===== config.mk =====
export PLATFORM = sky130hd
export DESIGN_NAME = mdv_div_stage
export DESIGN_NICKNAME = d
export VERILOG_FILES = /design/src/sv/mdv_pkg.sv /design/src/sv/mdv_div_stage.sv
export SDC_FILE = /design/constraint.sdc
export NUM_CORES = 1
export LEC_CHECK = 0
export BUFFER_PORTS_ARGS = -buffer_cell sky130_fd_sc_hd__buf_2
export CAP_MARGIN = 20
export CORE_ASPECT_RATIO = 0.7
export CORE_MARGIN = 3
export CORE_UTILIZATION = 35
export DETAILED_ROUTE_END_ITERATION = 10
export PLACE_DENSITY = 0.65
export SLEW_MARGIN = 20
export SYNTH_ARGS = -nofsm -noshare
export SYNTH_HDL_FRONTEND = slang
export SYNTH_SLANG_ARGS = --single-unit

===== constraint.sdc =====
create_clock -name clk -period 12.15 [get_ports clk]
set_input_delay 3.645 -clock clk [delete_from_list [all_inputs] [get_ports clk]]
set_output_delay 3.645 -clock clk [all_outputs]
set_load 0.1 [all_outputs]

===== src/sv/mdv_pkg.sv =====
// Shared types and constants for the 64x32/32 multiply-divide pipeline.
package mdv_pkg;

	localparam int WordBits = 32;
	localparam int ValueBits = 64;
	localparam int ProdBits = ValueBits + WordBits;
	localparam int DivBitsPerStage = 4;
	localparam int DivStages = ProdBits / DivBitsPerStage;
	localparam int InDataBits = ValueBits + 2 * WordBits;

	// Divider state carried from stage to stage
	typedef struct packed {
		logic [WordBits-1:0] rem;  // partial remainder, below the divisor
		logic [ProdBits-1:0] work; // dividend bits shifting out, quotient bits shifting in
		logic [WordBits-1:0] dvs;  // divisor
		logic                dz;   // divisor was zero
	} div_pipe_t;

endpackage


===== src/sv/mdv_div_stage.sv =====
// One divider stage: a few restoring-division steps and a pipeline register.
module mdv_div_stage
	import mdv_pkg::*;
(
	input  logic      clk,
	input  logic      arst_n,
	input  logic      in_valid,
	output logic      in_ready,
	input  div_pipe_t in_data,
	output logic      out_valid,
	input  logic      out_ready,
	output div_pipe_t out_data
);

	logic                valid_s1;
	div_pipe_t           data_s1;
	div_pipe_t           nxt;
	logic [WordBits-1:0] rem;
	logic [ProdBits-1:0] work;
	logic [WordBits:0]   trial;

	assign in_ready = !valid_s1 || out_ready;

	// Shift one dividend bit into the remainder per step, subtract when it fits
	always_comb begin
		rem   = in_data.rem;
		work  = in_data.work;
		trial = '0;
		for (int i = 0; i < DivBitsPerStage; i++) begin
			trial = {rem, work[ProdBits-1]};
			work  = {work[ProdBits-2:0], 1'b0};
			if (trial >= {1'b0, in_data.dvs}) begin
				rem     = WordBits'(trial - {1'b0, in_data.dvs});
				work[0] = 1'b1;
			end else begin
				rem = trial[WordBits-1:0];
			end
		end
		nxt      = in_data;
		nxt.rem  = rem;
		nxt.work = work;
	end

	// Advance valid bit
	always_ff @(posedge clk or negedge arst_n) begin
		if (!arst_n) begin
			valid_s1 <= 1'b0;
		end else if (in_ready) begin
			valid_s1 <= in_valid;
		end
	end

	// Load payload on an accepted beat
	always_ff @(posedge clk) begin
		if (in_valid && in_ready) begin
			data_s1 <= nxt;
		end
	end

	assign out_valid = valid_s1;
	assign out_data  = data_s1;

endmodule


[Yosys cells after proc, flatten, opt, wreduce, memory -nomap -nowiden]
Index checks and enable logic that the tools add are counted.
Storage, ports and cells
  word-level logic and storage cells: 24
  register bits after elaboration: 162
  input port bits: 165
  output and inout port bits: 163
Cells by class
  order comparisons: 4
  reductions and logical operators: 3
  multiplexer cells: 8
  add/sub/neg operators: 4
Operator list (number)
  greater-or-equal comparator 33 x 32 -> 1 bit: 4
  2-to-1 mux 32 bit: 4
  subtractor 32 bit: 4
  2-to-1 mux 1 bit: 4
  logical AND 1 bit: 1
  logical NOT 1 bit: 1
  logical OR 1 bit: 1

[Longest topological paths before layout]
  depth in word-level cells: 8
  depth in mapped cells: 56
  depth with buffers taken out: 49

[Worst setup path after synthesis]
No wires, ideal clock.
  path type: input to register
  from: input port in_data[23] (netlist name)
  to: register data_s1, in the netlist out_data[132] (data pin)
  path slack: -2029 ps
  arrival: 13917 ps
  cell stages on the path: 51
  library setup time: 262 ps
  path through: inv_1 > ha_1 > a21oi_1 > o21ai_1 > a221oi_1 > o21ai_1 > o31ai_4 > and2_1 > buf_6 > buf_2 > clkbuf_1 > o21ai_0 > ha_1 > and2_1 > o2111a_1 > o21a_1 > o21ai_1 > o31ai_2 > (+15 left out) > o21a_1 > o211a_4 > inv_2 > buf_6 > mux2_2 > ha_1 > a21oi_1 > a21boi_0 > o21a_1 > o32a_1 > a21oi_1 > a21oi_1 > a2111oi_0 > o21ai_0 > a211oi_1 > mux2i_4 > buf_4 > mux2_1
RTL lines
  start: declaration: RTL line mdv_div_stage.sv:9  | input div_pipe_t in_data,
  end signal: assignment: RTL line mdv_div_stage.sv:56  | data_s1 <= nxt;
  end: declaration: RTL line mdv_div_stage.sv:16  | div_pipe_t data_s1;

==> results.md <==
* Ranking of synthesized cells by instance count: sky130_fd_sc_hd__edfxtp_1 (161), sky130_fd_sc_hd__ha_1 (128), sky130_fd_sc_hd__a21oi_1 (108)
* Count of non-filler cells in the finished layout at between 2000 and 3000
* Library cell with the largest summed area after synthesis: sky130_fd_sc_hd__edfxtp_1
* TritonCTS clock tree: done
* Count of flip-flops with a built-in enable after synthesis at 161
* Most instantiated library cell after synthesis: sky130_fd_sc_hd__edfxtp_1
* Post-synthesis async set-or-reset flop share at 0.006173
* Buffer levels on the longest clock path at 2
* Type of the most critical hold path: register to register
* Number of CTS-inserted buffers at 17
* Post-synth top area share at 0.3710
* Sw Ratio at 0.4477
* Max capacitance violation total at 0
* Worst relative slew slack at 0.3850
* Static Leakage at just under 10 nW
* Core ar. at approximately 0.036 mm²
* Cts-stage hold buffer count at 0
* Part of the power in combinational logic at 0.804
* Critical path endpoint category: register
* IO Pins at roughly 330
* Antenna diodes at 0
* Height of the die at 167.4 µm
* Global router's overall resource usage at 0.2303
* Max Transition Viols Final at 0
* Vias per cell at between 5 and 6
* Largest net degree at the start of global routing at 90
* Clock sink count at ~160
* Root buffer selected by CTS: sky130_fd_sc_hd__clkbuf_16
* Failing checks: setup timing
* Final Hold Slack at around 0.68 ns
* Number of iterations in the first detailed-routing pass at 7
* Number of core rows at 58
* Setup slack of the most critical reg-to-reg path at roughly 9.5 ns
* Total power per unit cell area at 345.1 mW/mm²
* Arrival time at the worst endpoint at around 13 ns
* Half-perimeter wire length after placement at approximately 41 mm
* Fill cell count at slightly above 3000
* Buffers on Ports at 327
* Cell with the largest stage delay on the worst path: sky130_fd_sc_hd__or4_1
* Sort of element at the start of the critical path: input pin
* Setup repair after global routing missed its margin: true
* VDD IR max at ~0.00019 V
* Number of global-route vias before repair at 12992
* Starting DRT DRC Count at between 1000 and 1500
* Result of the run: finished with violations
* Fin area at slightly above 0.02 mm²
* Largest cells by area after synthesis: sky130_fd_sc_hd__edfxtp_1 (37%), sky130_fd_sc_hd__ha_1 (12%), sky130_fd_sc_hd__xnor2_1 (5.2%)
* Layout area overhead at 58.93%
* Total cell area at the placement stage at 0.01920 mm²
* Worst path setup slack after routing at -1.169 ns
* Post-synthesis average cell area at 10.41 µm²
* Final count of hold timing violations at 0
* Slowest stage delay, CP at slightly above 0.5 ns
* Sequential group share of total power at 0.119
* Switch Pwr at ~3.2 mW
* Total number of vias at approximately 13000
* Internal power of the cells at roughly 4 mW
* H-tree depth at 4
* Number of standard cells after synthesis at around 1300
* Worst Max-Slew Pin Slew at about 0.92 ns
* Weighted congestion at the end of routability-driven global placement at roughly 0.98
* Cell seen most often among critical-path stages: sky130_fd_sc_hd__a21oi_2
* Synth Flop Type: sky130_fd_sc_hd__edfxtp_1
* Critical path data required time at around 12 ns
* Clock transition at the registers of the reported paths at 0.07 ns
* Number of distinct standard cells referenced by the synthesized netlist at 87
* Routed Antenna Nets at 0
* Aggregate negative setup slack at -37.16 ns
* WL per Instance at approximately 19 µm
* Wire length of the first global-routing pass at approximately 72 mm
* Sum of internal, switching and leakage power at 7.147 mW
* Starting density of the core at 0.3591
* Overall routed net length at 48.75 mm
* Clock latency at the later pin of the worst-skew pair at around 0.42 ns
* Number of nets at the end of the flow at approximately 2400
* Type of the worst setup path: input pin to register
* Timing-limited maximum frequency at between 0.07 and 0.08 GHz
* Horizontal die dimension at 236.6 µm
* Synth Register Bits at about 160
* Antenna violations before repair at 0
* Setup violations, final at 33
* Post-synth design cell area at ~0.013 mm²
* CP max FO at 13
* Total congestion overflow after global routing at 0
* Clk_skew at just over 0.01 ns
* Proportion of layout cells with a drive suffix above 1 at 0.5225
* Clock share of power at 0.077
* Count of yosys warnings during synthesis at 0
* Clock period minus worst slack at 13.32 ns
* Sequential share of the synthesized area at 0.3730
* Ratio of final minimum period to clock period at 1.096
* Residual DRC at 0
* Post-Synthesis Net Count at 1549
* Die outline area at 0.03962 mm²
* Number of placed cells counting well taps at 2524
[state kept, by name, summed over array words and instances, names as in the netlist]
register,cells
out_valid,1
out_data,161
[area by class of cell]
class | count | area (µm²) | share of cell area
clock inverters | 14 | 170.2 | 0.008217
repair inverters | 4 | 36.28 | 0.001752
flip-flops and latches | 162 | 4860 | 0.2347
multi-input cells | 985 | 8618 | 0.4162
clock buffers | 17 | 425.4 | 0.02054
inverters | 83 | 374.1 | 0.01807
repair buffers | 842 | 5624 | 0.2716
well taps | 480 | 600.6 | 0.02900
[path summary, 6_finish.rpt]
kind	end	depth (start not counted)	startpoint
max in group asynchronous	out_valid	1	arst_n
hold / removal	out_valid	2	out_valid
hold reg to reg	out_valid	2	out_valid
setup / recovery	out_data[151]	48	in_data[15]
min in group asynchronous	out_valid	1	arst_n
setup reg to reg	out_data[30]	4	out_valid
[what timing repair did]
item / 4_1_cts / 5_1_grt
gates resized for setup: 25 / 124
endpoints found under the hold margin: 0 / 0
setup endpoints to repair: 33 / 33
cloned: 0 / 7
pin swaps: 10 / 53
setup buffers: 1 / 25
[per-layer routing]
layer | track usage | vias up | wire length (µm)
met4 | 0.03572 | 0 | 563
met3 | 0.04890 | 52 | 4329
met5 | 0 | - | 0
met2 | 0.3541 | 541 | 21180
met1 | 0.3392 | 6452 | 22670
li1 | - | 6428 | -
[logic make-up (layout without fill, tap and decap cells)]
family,Yosys count,in the layout,synth area share
compound gates,378,378,0.1945
simple gates,271,272,0.1049
flops,162,162,0.3730
fa+ha+maj,132,132,0.1291
buf+inv,106,960,0.03659
xor+xnor,105,105,0.07058
mux,98,98,0.09142
[stage by stage]
stage | worst slack, ns | utilization
floorplan | -1.283 | -
global placement | -1.727 | 0.5291
detailed placement | -2.025 | 0.5291
CTS | -1.057 | 0.5485
global route | -1.438 | 0.5707
finish | -1.169 | 0.5707
[power groups by stage]
stage / clock network, mW / registers (mW) / logic, mW
floorplan: 0 / 1.47 / 2.72
global placement: 0 / 0.861 / 5.16
detailed placement: 0 / 0.863 / 5.27
CTS: 0.564 / 0.851 / 5.35
global route: 0.589 / 0.857 / 6.12
finish: 0.549 / 0.849 / 5.75
[worst max-delay path: cells and delay by family]
kind / cells / cell delay, ns
mux: 4 / 1.12
simple gates: 8 / 1.67
buf+inv: 9 / 1.11
compound gates: 23 / 4.71
fa+ha+maj: 4 / 1.17
[placed cells by master (no fill, tap or decap), drive strengths merged, types with 4 or more instances in the layout]
cell	Yosys	routed
a211o	4	4
a211oi	10	10
a21boi	8	8
a21o	57	57
a21oi	109	109
a221oi	5	5
a311oi	5	5
a31oi	12	12
and2	11	12
and3	11	11
and4	7	7
buf	14	840
clkbuf	9	19
clkinv	1	4
clkinvlp	0	10
edfxtp	161	161
fa	4	4
ha	128	128
inv	82	85
mux2	74	74
mux2i	24	24
nand2	71	71
nand2b	16	16
nand3	26	26
nand4	20	20
nor2	63	63
nor2b	8	8
nor3	17	17
o211ai	10	10
o21a	18	18
o21ai	79	79
o21bai	16	16
o31a	4	4
o31ai	11	11
or2	4	4
or3	6	6
xnor2	77	77
xor2	28	28
(Power assumes the default switching activity.)
